[config.mk]
export PLATFORM = sky130hd
export DESIGN_NAME = burn_wire_retry_sequencer
export DESIGN_NICKNAME = d
export VERILOG_FILES = /design/src/rtl/core/bwrs_pkg.sv /design/src/rtl/core/burn_wire_retry_sequencer.sv /design/src/rtl/core/bwrs_step.sv
export SDC_FILE = /design/constraint.sdc
export NUM_CORES = 1
export LEC_CHECK = 0
export ABC_AREA = 1
export BUFFER_PORTS_ARGS = -buffer_cell sky130_fd_sc_hd__buf_2
export CORE_MARGIN = 4
export CORE_UTILIZATION = 60
export CTS_BUF_LIST = sky130_fd_sc_hd__clkbuf_2
export DETAILED_ROUTE_END_ITERATION = 8
export PLACE_DENSITY = 0.83
export SETUP_SLACK_MARGIN = 0.5
export SLEW_MARGIN = 0
export SYNTH_ARGS = -nofsm -noshare
export SYNTH_HDL_FRONTEND = slang
export SYNTH_SLANG_ARGS = --single-unit
[constraint.sdc]
create_clock -name i_clk -period 6.9 [get_ports i_clk]
set_input_delay 1.38 -clock i_clk [delete_from_list [all_inputs] [get_ports i_clk]]
set_output_delay 1.38 -clock i_clk [all_outputs]
set_load 0.005 [all_outputs]
[src/rtl/core/bwrs_pkg.sv]
// ----------------------------------------------------------------------------
// bwrs_pkg
// Types and constants of the burn-wire retry sequencer.
// ----------------------------------------------------------------------------
`timescale 1ns / 1ps
`default_nettype none

package bwrs_pkg;

    // sequence phases
    localparam logic [1:0] PH_IDLE  = 2'd0;
    localparam logic [1:0] PH_BURN  = 2'd1;
    localparam logic [1:0] PH_PAUSE = 2'd2;

    // configuration register indexes
    typedef logic [2:0] t_cfg_idx;
    localparam t_cfg_idx CFG_FIRST_WINDOW = 3'd0;
    localparam t_cfg_idx CFG_RETRY_WINDOW = 3'd1;
    localparam t_cfg_idx CFG_MAX_ATTEMPTS = 3'd2;
    localparam t_cfg_idx CFG_PAUSE_TICKS  = 3'd3;
    localparam t_cfg_idx CFG_DUTY_START   = 3'd4;
    localparam t_cfg_idx CFG_DUTY_STEP    = 3'd5;

    localparam int CFG_DATA_W = 16;

    // register reset values
    localparam logic [7:0]  RST_FIRST_WINDOW = 8'd4;
    localparam logic [7:0]  RST_RETRY_WINDOW = 8'd5;
    localparam logic [3:0]  RST_MAX_ATTEMPTS = 4'd5;
    localparam logic [15:0] RST_PAUSE_TICKS  = 16'd200;
    localparam logic [6:0]  RST_DUTY_START   = 7'd20;
    localparam logic [6:0]  RST_DUTY_STEP    = 7'd5;

    localparam logic [6:0]  DUTY_MAX = 7'd100;
    localparam logic [15:0] TICK_MAX = 16'hFFFF;

    typedef struct packed {
        logic [7:0]  first_window_s;
        logic [7:0]  retry_window_s;
        logic [3:0]  max_attempts;
        logic [15:0] pause_ticks;
        logic [6:0]  duty_start;
        logic [6:0]  duty_step;
    } t_cfg;

    typedef struct packed {
        logic [1:0]  phase;
        logic [3:0]  attempt_count;
        logic [15:0] tick_count;
        logic [15:0] window_ticks;
        logic [6:0]  duty_now;
    } t_state;

    // first field in the highest bit
    typedef struct packed {
        logic       success;
        logic       done_res;
        logic       watchdog_kick;
        logic [6:0] burn_duty;
        logic       burn_active;
    } t_result;

endpackage

`default_nettype wire

[src/rtl/core/burn_wire_retry_sequencer.sv]
// The result of an item is registered and is on the output in the cycle after it is accepted.
// Throughput: one item per cycle while the output is not stalled; the output register lets
// the next item in while the current result is being taken.
// Reset (synchronous, active low): sequence idle, counters cleared, output empty,
// configuration registers back to their defaults.
// ----------------------------------------------------------------------------
// burn_wire_retry_sequencer
// Burn-wire deployment sequencer with timed windows, pauses and duty retries.
// ----------------------------------------------------------------------------
`timescale 1ns / 1ps
`default_nettype none

module burn_wire_retry_sequencer #(
    parameter int TICKS_PER_SECOND = 100
) (
    input  wire        i_clk,
    input  wire        i_rst_n,
    // configuration
    input  wire        i_cfg_we,
    input  wire [2:0]  i_cfg_idx,
    input  wire [bwrs_pkg::CFG_DATA_W-1:0] i_cfg_data,
    // input items
    input  wire        s_axis_tvalid,
    output logic       s_axis_tready,
    input  wire [7:0]  s_axis_tdata,   // [0] retry_flag, [1] burned_seen, rest zero
    input  wire        s_axis_tuser,   // [0] kind
    // result items
    output logic       m_axis_tvalid,
    input  wire        m_axis_tready,
    output logic [15:0] m_axis_tdata   // [0] burn_active, [7:1] burn_duty,
                                       // [8] watchdog_kick, [9] done_res,
                                       // [10] success, rest zero
);

    localparam int SEC_W = (TICKS_PER_SECOND > 1) ? $clog2(TICKS_PER_SECOND) : 1;

    bwrs_pkg::t_cfg    r_cfg;
    bwrs_pkg::t_state  r_state;
    bwrs_pkg::t_state  n_state;
    logic [SEC_W-1:0]  r_sec_cnt;
    logic [SEC_W-1:0]  n_sec_cnt;
    bwrs_pkg::t_result r_result;
    bwrs_pkg::t_result n_result;
    logic              r_out_valid;
    logic              in_fire;

    assign s_axis_tready = !r_out_valid || m_axis_tready;
    assign in_fire       = s_axis_tvalid && s_axis_tready;
    assign m_axis_tvalid = r_out_valid;
    assign m_axis_tdata  = {5'd0, r_result};

    always_ff @(posedge i_clk) begin
        if (!i_rst_n) begin
            r_cfg.first_window_s <= bwrs_pkg::RST_FIRST_WINDOW;
            r_cfg.retry_window_s <= bwrs_pkg::RST_RETRY_WINDOW;
            r_cfg.max_attempts   <= bwrs_pkg::RST_MAX_ATTEMPTS;
            r_cfg.pause_ticks    <= bwrs_pkg::RST_PAUSE_TICKS;
            r_cfg.duty_start     <= bwrs_pkg::RST_DUTY_START;
            r_cfg.duty_step      <= bwrs_pkg::RST_DUTY_STEP;
        end else if (i_cfg_we) begin
            unique case (i_cfg_idx)
                bwrs_pkg::CFG_FIRST_WINDOW: r_cfg.first_window_s <= i_cfg_data[7:0];
                bwrs_pkg::CFG_RETRY_WINDOW: r_cfg.retry_window_s <= i_cfg_data[7:0];
                bwrs_pkg::CFG_MAX_ATTEMPTS: r_cfg.max_attempts   <= i_cfg_data[3:0];
                bwrs_pkg::CFG_PAUSE_TICKS:  r_cfg.pause_ticks    <= i_cfg_data;
                bwrs_pkg::CFG_DUTY_START:   r_cfg.duty_start     <= i_cfg_data[6:0];
                bwrs_pkg::CFG_DUTY_STEP:    r_cfg.duty_step      <= i_cfg_data[6:0];
                default: begin
                    // unmapped index: write dropped
                end
            endcase
        end
    end

    bwrs_step #(
        .TICKS_PER_SECOND (TICKS_PER_SECOND),
        .SEC_W            (SEC_W)
    ) u_step (
        .i_state       (r_state),
        .i_sec_cnt     (r_sec_cnt),
        .i_cfg         (r_cfg),
        .i_kind        (s_axis_tuser),
        .i_retry_flag  (s_axis_tdata[0]),
        .i_burned_seen (s_axis_tdata[1]),
        .o_state       (n_state),
        .o_sec_cnt     (n_sec_cnt),
        .o_result      (n_result)
    );

    always_ff @(posedge i_clk) begin
        if (!i_rst_n) begin
            r_state.phase         <= bwrs_pkg::PH_IDLE;
            r_state.attempt_count <= 4'd0;
            r_state.tick_count    <= 16'd0;
            r_state.window_ticks  <= 16'd0;
            r_state.duty_now      <= 7'd0;
            r_sec_cnt             <= '0;
            r_out_valid           <= 1'b0;
        end else if (in_fire) begin
            r_state     <= n_state;
            r_sec_cnt   <= n_sec_cnt;
            r_out_valid <= 1'b1;
        end else if (m_axis_tready) begin
            r_out_valid <= 1'b0;
        end
    end

    always_ff @(posedge i_clk) begin
        if (in_fire) begin
            r_result <= n_result;
        end
    end

endmodule

`default_nettype wire

[src/rtl/core/bwrs_step.sv]
// ----------------------------------------------------------------------------
// bwrs_step
// Next-state and result logic for one item of the burn sequencer.
// ----------------------------------------------------------------------------
`timescale 1ns / 1ps
`default_nettype none

module bwrs_step #(
    parameter int TICKS_PER_SECOND = 100,
    parameter int SEC_W            = 7
) (
    input  var bwrs_pkg::t_state  i_state,
    input  wire [SEC_W-1:0]       i_sec_cnt,
    input  var bwrs_pkg::t_cfg    i_cfg,
    input  wire                   i_kind,
    input  wire                   i_retry_flag,
    input  wire                   i_burned_seen,
    output bwrs_pkg::t_state      o_state,
    output logic [SEC_W-1:0]      o_sec_cnt,
    output bwrs_pkg::t_result     o_result
);

    localparam int TPS_W  = $clog2(TICKS_PER_SECOND + 1);
    localparam int PROD_W = (8 + TPS_W > 16) ? 8 + TPS_W : 17;
    localparam logic [SEC_W-1:0] SEC_LAST = SEC_W'(TICKS_PER_SECOND - 1);

    logic [7:0]        secs_sel;
    logic [7:0]        secs_eff;
    logic [PROD_W-1:0] win_prod;
    logic [15:0]       win_start;
    logic [6:0]        duty_first;
    logic [3:0]        limit;
    logic [3:0]        att_inc;
    logic              last_attempt;
    logic [7:0]        duty_sum;
    logic [6:0]        duty_raised;
    logic [15:0]       tick_inc;
    logic              kick;
    logic              done;
    logic              ok;
    logic              active;

    // window latched at start, saturated to 16 bits
    always_comb begin
        secs_sel  = i_retry_flag ? i_cfg.retry_window_s : i_cfg.first_window_s;
        secs_eff  = (secs_sel == 8'd0) ? 8'd1 : secs_sel;
        win_prod  = PROD_W'(secs_eff) * PROD_W'(TICKS_PER_SECOND);
        win_start = (win_prod > PROD_W'(bwrs_pkg::TICK_MAX)) ? bwrs_pkg::TICK_MAX
                                                            : win_prod[15:0];
        duty_first = (i_cfg.duty_start > bwrs_pkg::DUTY_MAX) ? bwrs_pkg::DUTY_MAX
                                                             : i_cfg.duty_start;
    end

    always_comb begin
        limit        = (i_cfg.max_attempts == 4'd0) ? 4'd1 : i_cfg.max_attempts;
        att_inc      = i_state.attempt_count + 4'd1;
        last_attempt = (att_inc >= limit) || (att_inc == 4'd0);
        duty_sum     = {1'b0, i_state.duty_now} + {1'b0, i_cfg.duty_step};
        duty_raised  = (duty_sum > {1'b0, bwrs_pkg::DUTY_MAX}) ? bwrs_pkg::DUTY_MAX
                                                               : duty_sum[6:0];
        tick_inc     = i_state.tick_count + 16'd1;
    end

    always_comb begin
        o_state   = i_state;
        o_sec_cnt = i_sec_cnt;
        kick      = 1'b0;
        done      = 1'b0;
        ok        = 1'b0;

        if (!i_kind) begin
            o_state.window_ticks  = win_start;
            o_state.duty_now      = duty_first;
            o_state.attempt_count = 4'd0;
            o_state.tick_count    = 16'd0;
            o_state.phase         = bwrs_pkg::PH_BURN;
            o_sec_cnt             = '0;
        end else begin
            unique case (i_state.phase)
                bwrs_pkg::PH_BURN: begin
                    if (i_burned_seen) begin
                        o_state.phase      = bwrs_pkg::PH_IDLE;
                        o_state.tick_count = 16'd0;
                        done               = 1'b1;
                        ok                 = 1'b1;
                    end else begin
                        // sub-second counter tracks tick_count mod TICKS_PER_SECOND
                        kick               = (i_sec_cnt == '0);
                        o_state.tick_count = tick_inc;
                        o_sec_cnt          = (i_sec_cnt == SEC_LAST) ? '0 : i_sec_cnt + 1'b1;
                        if (tick_inc >= i_state.window_ticks) begin
                            o_state.tick_count = 16'd0;
                            o_sec_cnt          = '0;
                            o_state.phase      = bwrs_pkg::PH_PAUSE;
                            // zero pause: end of pause on this same tick
                            if (i_cfg.pause_ticks == 16'd0) begin
                                o_state.attempt_count = att_inc;
                                if (last_attempt) begin
                                    o_state.phase = bwrs_pkg::PH_IDLE;
                                    done          = 1'b1;
                                end else begin
                                    o_state.duty_now = duty_raised;
                                    o_state.phase    = bwrs_pkg::PH_BURN;
                                end
                            end
                        end
                    end
                end
                bwrs_pkg::PH_PAUSE: begin
                    o_state.tick_count = tick_inc;
                    if (tick_inc >= i_cfg.pause_ticks) begin
                        o_state.attempt_count = att_inc;
                        o_state.tick_count    = 16'd0;
                        o_sec_cnt             = '0;
                        if (last_attempt) begin
                            o_state.phase = bwrs_pkg::PH_IDLE;
                            done          = 1'b1;
                        end else begin
                            o_state.duty_now = duty_raised;
                            o_state.phase    = bwrs_pkg::PH_BURN;
                        end
                    end
                end
                default: begin
                    // idle: ticks change nothing
                end
            endcase
        end

        active                 = (o_state.phase == bwrs_pkg::PH_BURN);
        o_result.burn_active   = active;
        o_result.burn_duty     = active ? o_state.duty_now : 7'd0;
        o_result.watchdog_kick = kick;
        o_result.done_res      = done;
        o_result.success       = ok;
    end

endmodule

`default_nettype wire

==> reports/results.ini, run 1 <==
[placement]
dpl.hpwl_um=10970
postPlaceCellArea_sq_mm=0.007171
finalWeightedCongestion=0.8986
dp.cells=1093
dp_slack_ps=1719
portBuffers=39

[synthesis]
ys_warn_count=0
yosysSeqAreaShare_pct=33.77
synth_cell_types=46
synthCells=936
synth_top_area_share_pct=28.99
yosys-top-cells-area=dfxtp_1 29%, ha_1 13%, inv_1 7.7%
synth_enable_flop_cells=11
ys_seq_elements=111
syn_avg_cell_area_sq_um=7.379
synth_flop_cell=dfxtp_1
syn-cell-area_sq_mm=0.006907
synth-async-reset-ratio_pct=0
synth_top_cell_by_area=dfxtp_1

[setup_path]
crit_type=in2reg
ff2ff_path_depth=21
rr_startpoint=r_state[23]$_SDFFE_PN0P_
reg2reg_slack_ps=2530
crit_arrival_ps=5060
setup.worst_path.start_class=primary input
critPathMaxStageDelay_ps=590
cp_cell_sequence=buf_2, o21ai_0, nand3_1, o41ai_1, xor2_1, inv_1, ha_1, ha_1, fa_1, nand3_1, nand3_1, a21o_1, a21oi_1, o21ai_0, a21oi_1, xnor2_1, o21ai_0, inv_1
crit_slowest_cell=o41ai_1
worst-path-max-fanout=15
required_ps=7450
endpoint_kind=flip-flop
rr_endpoint=r_state[30]$_SDFFE_PN0P_

[finish]
final_nets=1074
drive_gt1_share_pct=9.185
area_growth_pct=5.181
layout_common_cells=141 x inv_1, 127 x nand2_1, 101 x nor2_1, 100 x dfxtp_1, 91 x a21oi_1
final_util_pct=65.86
stdcell_area_sq_mm=0.007264
layout_commonest_cell=inv_1
layoutNonFillerInstCount=1110

[drt]
drc=0
wire_per_inst_um=13.09
drtIter0Drc=385
vias_per_cell=5.349
ant_nets=0
drt_wl_total_um=14530
vias=5937
first_pass_iters=5

[die]
core_area_sq_mm=0.01103
io_pins=51
rows=38
die_w_um=115.3
dieArea_sq_mm=0.01329
start_util_pct=62.61
fp.dieH_um=115.3

[timing]
fin_crit_ps=4508
relSlewSlack_pct=42.39
tightest_slew_ps=863.2
hold_viol_final=0
setup_tns_ps=0
timing.fmax_mhz=221.9
fin_worst_skew_ps=41.16
hold_ws_ps=473.8
maxSlewViolCount=0
worst_slack_ps=2392
rsz0062_at_grt=false
finalSetupViolations=0
final.period_utilization_pct=65.33

[cts]
clkSinkCount=111
clock_latency_ps=630
cts_made_buffers=9
ctsHoldBuffers=0
htreeDepth=3
cts_tree=built
clock_path_buffers=2
ctsResizeCount=0
path_clk_slew_ps=290
cts_root_buffer=clkbuf_2
post_cts_buffers=0

[job]
drv_cap=0

[outcome]
status=complete, no violations

[global_route]
grt_pass1_vias=5368
antenna_found_initial=1
grt_max_degree=65
grt_pass1_wl_um=24590
grt_usage_pct=22.89
grt-ovfl-total=0

[power_and_ir_drop]
power_mw=1.226
p_per_area_mw_per_mm2=168.8
leakagePower_nw=3.522
irDropWorstVdd_v=0.0001173

[worst_hold_path]
min_path_type=reg2reg
min_from=r_cfg[41]$_SDFFE_PN0P_
min_to=r_cfg[41]$_SDFFE_PN0P_
hold_path_depth=2

worst max-delay path by stage:
stage,startpoint,to,depth (start not counted)
after floorplan,s_axis_tdata[0],r_state[21]$_SDFFE_PN0P_,18
after global placement,s_axis_tdata[0],r_state[21]$_SDFFE_PN0P_,18
after detailed placement,s_axis_tdata[0],r_state[21]$_SDFFE_PN0P_,18
after CTS,s_axis_tdata[0],r_state[21]$_SDFFE_PN0P_,18
after global routing,r_state[23]$_SDFFE_PN0P_,r_state[30]$_SDFFE_PN0P_,21
final,s_axis_tdata[0],r_state[21]$_SDFFE_PN0P_,18
worst max-delay path, delay by kind of cell:
family          cells  cell delay, ps
compound gates      7            1860
xor+xnor            2             260
fa+ha+maj           3             910
buf+inv             3             280
simple gates        3             370
per-layer routing:
layer | vias to the layer above | GRT usage, % | wire length, um
li1 | 3128 | - | -
met1 | 2635 | 31.43 | 6949
met2 | 152 | 36.61 | 6686
met3 | 22 | 4.526 | 685
met4 | 0 | 6.886 | 210
met5 | - | 0 | 0
power breakdown:
part	switching (mW)	internal [mW]	total (mW)
logic	0.162	0.0915	0.254
registers	0.0164	0.685	0.702
clock network	0.220	0.0516	0.271
total	0.398	0.828	1.23
logic make-up (layout without fill, tap and decap cells):
family	count (synthesis)	count (layout)	synth area share, %
and+or+nand+nor	330	330	21.18
AOI/OAI and AO/OA	217	217	17.30
buffers and inverters	172	201	9.746
DFF	111	111	33.77
adders and majority gates	77	77	14.38
xor gates and xnor gates	27	27	3.424
other	1	6	0.05430
muxes	1	1	0.1449
cell type report:
type,instances,area [sq um]
multi-input combinational,657,3916
fill,988,3766
sequential,111,2332
inverter,145,544.3
timing repair buffer,40,202.7
tap,140,175.2
clock buffer,10,50.05
clock inverter,6,41.29
antenna,1,2.502
state kept, by name, indices dropped and copies added, names as in the netlist:
signal and count:
r_cfg 50, r_state 42, m_axis_tdata 11, r_sec_cnt 7, m_axis_tvalid 1
cells in the mapped netlist (2+ instances only):
cell      count
or2_2         3
and3_1        5
a21oi_2       9
a211oi_1      3
o21ai_0      87
buf_4         5
xnor2_1       6
nand2_2      13
clkinv_1      2
inv_1       141
fa_1          4
o211ai_1      4
o21a_1        2
buf_1         3
o21bai_1      5
inv_2         2
nor2_4        2
nand3b_1      5
nand2_1     127
clkbuf_1     17
edfxtp_1     11
dfxtp_1     100
nor2_1      101
nand3_1      47
ha_1         73
o22ai_1       3
a21oi_1      91
nand4_1      19
a21o_1        3
o21ai_1       3
xor2_1       21
nor3_1        5
Note: power is estimated with default switching activity, not from simulation.
==> inputs of run 2 (changes only) <==
ABC_AREA = 0   (was 1)
clock period = 4.55 ns   (was 6.9 ns; I/O delays follow)
==> run 2 against run 1 <==
Register-to-register slack lost 1900 ps. Sequential power grew 47%. First-iteration DRC count grew 25%. Largest power group unchanged.
==> reports/results.ini, run 2 <==
[outcome]
status=complete, no violations  ; unchanged

[finish]
largest_register_ffs=50  ; unchanged
final_nets=994  ; was 1074
area_growth_pct=10.54  ; was 5.181%
top_register=r_cfg  ; unchanged
layout_common_cells=148 x nand2_1, 93 x dfxtp_1, 73 x a21oi_1, 72 x ha_1, 57 x inv_1  ; was 141 x inv_1, 127 x nand2_1, 101 x nor2_1, 100 x dfxtp_1, 91 x a21oi_1
final_util_pct=67.65  ; was 65.86%
drive_gt1_share_pct=15.41  ; was 9.185%
nFillCells=958  ; was 988
layout_commonest_cell=nand2_1  ; was inv_1

[cts]
clock_latency_ps=650  ; was 630 ps
htreeDepth=3  ; unchanged
clock_path_buffers=2  ; unchanged
cts_root_buffer=clkbuf_2  ; unchanged
path_clk_slew_ps=300  ; was 290 ps
cts_made_buffers=9  ; unchanged
cts_tree=built  ; unchanged
clkSinkCount=111  ; unchanged
ctsHoldBuffers=0  ; unchanged

[job]
drv_cap=0  ; unchanged

[timing]
fin_crit_ps=3884
finalSetupViolations=0  ; unchanged
setup_tns_ps=0  ; unchanged
timing.fmax_mhz=257.5
worst_slack_ps=665.8  ; was 2392 ps
relSlewSlack_pct=41.02  ; was 42.39%
tightest_slew_ps=878.0  ; was 863.2 ps
hold_ws_ps=452.0  ; was 473.8 ps
fin_worst_skew_ps=30.69  ; was 41.16 ps
final.period_utilization_pct=85.37
maxSlewViolCount=0  ; unchanged
hold_viol_final=0  ; unchanged
rsz0062_at_grt=false  ; unchanged

[global_route]
grt_pass1_vias=5659  ; was 5368
antenna_found_initial=1  ; unchanged
grt_pass1_wl_um=26350  ; was 24590 um
grt_usage_pct=24.62  ; was 22.89%
grt-ovfl-total=0  ; unchanged
grt_max_degree=41  ; was 65

[synthesis]
synth_most_common_cell=nand2_1  ; was inv_1
synth_enable_flop_cells=11  ; unchanged
synthCells=841  ; was 936
synth_top_cell_by_area=dfxtp_1  ; unchanged
syn-cell-area_sq_mm=0.006958  ; was 0.006907 sq mm
ys_warn_count=0  ; unchanged
ys_seq_elements=111  ; unchanged
netlist_top_cells_count=148 x nand2_1, 100 x dfxtp_1, 76 x a21oi_1  ; was 141 x inv_1, 127 x nand2_1, 101 x nor2_1
yosys-top-cells-area=dfxtp_1 29%, ha_1 13%, nand2_1 8.0%  ; was dfxtp_1 29%, ha_1 13%, inv_1 7.7%
yosysSeqAreaShare_pct=33.52  ; was 33.77%
synth_cell_types=66  ; was 46
syn_avg_cell_area_sq_um=8.273  ; was 7.379 sq um
synth-async-reset-ratio_pct=0  ; unchanged
synth_flop_cell=dfxtp_1  ; unchanged
synth_top_area_share_pct=28.77  ; was 28.99%

[worst_hold_path]
min_path_type=in2reg  ; was reg2reg

[drt]
drc=0  ; unchanged
first_pass_iters=5  ; unchanged
wl_met2_um=7635  ; was 6686 um
route.met3.wl_um=909  ; was 685 um
vias=6106  ; was 5937
top_layer=met4  ; unchanged
drtIter0Drc=481  ; was 385
ant_nets=0  ; unchanged
wire_per_inst_um=15.61  ; was 13.09 um
wl_met1_um=7114  ; was 6949 um
drt_wl_total_um=16140  ; was 14530 um
vias_per_cell=5.905  ; was 5.349

[die]
dieArea_sq_mm=0.01338  ; was 0.01329 sq mm
core_area_sq_mm=0.01137  ; was 0.01103 sq mm
io_pins=51  ; unchanged
die_w_um=115.7  ; was 115.3 um
fp.dieH_um=115.7  ; was 115.3 um
start_util_pct=61.20  ; was 62.61%
rows=39  ; was 38

[placement]
finalWeightedCongestion=0.8913  ; was 0.8986
portBuffers=39  ; unchanged
dpl.hpwl_um=11770  ; was 10970 um
dp_slack_ps=172.3  ; was 1719 ps

[setup_path]
crit_slowest_cell=or4_1  ; was o41ai_1
path_delay_family=simple AND/OR/NAND/NOR gates  ; was compound AO/OA/AOI/OAI gates
crit_arrival_ps=4470  ; was 5060 ps
cp_cell_sequence=ha_1, inv_1, nor2_2, and3_4, nand3_2, xnor2_1, ha_1, nand3_2, nor2_1, or3_1, a211oi_4, buf_4, a22oi_4, or4_1, a21oi_1  ; was buf_2, o21ai_0, nand3_1, o41ai_1, xor2_1, inv_1, ha_1, ha_1, fa_1, nand3_1, nand3_1, a21o_1, a21oi_1, o21ai_0, a21oi_1, xnor2_1, o21ai_0, inv_1
path_buf_inv=2  ; was 3
setup.worst_path.start_class=flip-flop  ; was primary input
critPathMaxStageDelay_ps=490  ; was 590 ps
endpoint_kind=flip-flop  ; unchanged
required_ps=5140  ; was 7450 ps
crit_type=reg2reg  ; was in2reg
worst-path-max-fanout=9  ; was 15

[power_and_ir_drop]
leakagePower_nw=3.337  ; was 3.522 nW
p_per_area_mw_per_mm2=243.1  ; was 168.8 mW/mm^2
irDropWorstVdd_v=0.0002626  ; was 0.0001173 V

-- run 2: cell types whose count changed after synthesis, moves of 8 or more --
cell	delta
a21o_1	+11
nand2_2	-13
nand2_1	+21
mux2_2	+8
nor2_1	-49
a22oi_1	+8
a21oi_2	-9
inv_1	-84
a21oi_1	-15
mux2i_1	+11
a31oi_1	+12
o21ai_0	-81
-- run 2: final cells by class --
type                       count  area [sq um]  area share, %
multi-input combinational    638          4388          57.05
sequential                   111          2356          30.63
timing repair buffer          62         367.9          4.783
inverter                      62         232.7          3.026
tap                          143         178.9          2.326
clock inverter                 7         117.6          1.529
clock buffer                   9         45.04         0.5857
antenna                        2         5.005        0.06507
-- run 2: power breakdown --
part	switching (mW)	total [mW]	internal (mW)
registers	0.0175	1.03	1.02
clock network	0.333	0.573	0.240
logic	0.167	0.264	0.0964
total	0.518	1.87	1.35
-- run 2: kinds of logic (layout without fill, tap and decap cells) --
logic type	count (synthesis)	after routing	share of synthesized area (%)
adder cells (fa/ha/maj)	77	77	14.28
flip-flops	111	111	33.52
buffers and inverters	96	140	5.521
AO/OA/AOI/OAI	170	170	16.29
AND/OR/NAND/NOR	330	330	22.64
XOR/XNOR	35	35	4.514
other	1	7	0.05390
multiplexers	21	21	3.183
-- run 2: final timing paths --
kind	start	endpoint	slack (ps)	cells past startpoint
setup reg to reg	r_state[23]$_SDFFE_PN0P_	r_state[35]$_SDFFE_PN0P_	670	15
setup / recovery	r_state[23]$_SDFFE_PN0P_	r_state[35]$_SDFFE_PN0P_	670	15
hold reg to reg	r_state[16]$_SDFFE_PN0P_	r_state[16]$_SDFFE_PN0P_	470	2
hold / removal	i_cfg_data[14]	r_cfg[28]$_SDFFE_PN0P_	450	3
-- run 2: stage by stage --
stage | area (sq um) | power, mW | cells
detailed placement | 7313 | 1.310 | 1004
global placement | 7313 | 1.305 | 1004
global route | 7689 | 1.957 | 1033
finish | 7691 | 1.870 | 1034
CTS | 7525 | 1.878 | 1022
floorplan | 7018 | 1.237 | 845
-- run 2: routing by layer --
metal / global-route usage, % / vias to the layer above
met3: 4.386 / 45
met5: 0 / -
met2: 40.39 / 186
met4: 9.899 / 0
met1: 32.29 / 2843
li1: - / 3032
-- run 2: tightest hold or removal path: cells and delay by family --
family          cells  cell delay [ps]
compound gates      1               50
simple gates        1               40
buf+inv             1              100
-- run 2: timing repair --
item	4_1_cts	5_1_grt
pin swaps	1	7
setup buffers	2	10
endpoints found under the setup margin	30	40
gates resized for setup	13	18
endpoints found under the hold margin	0	0
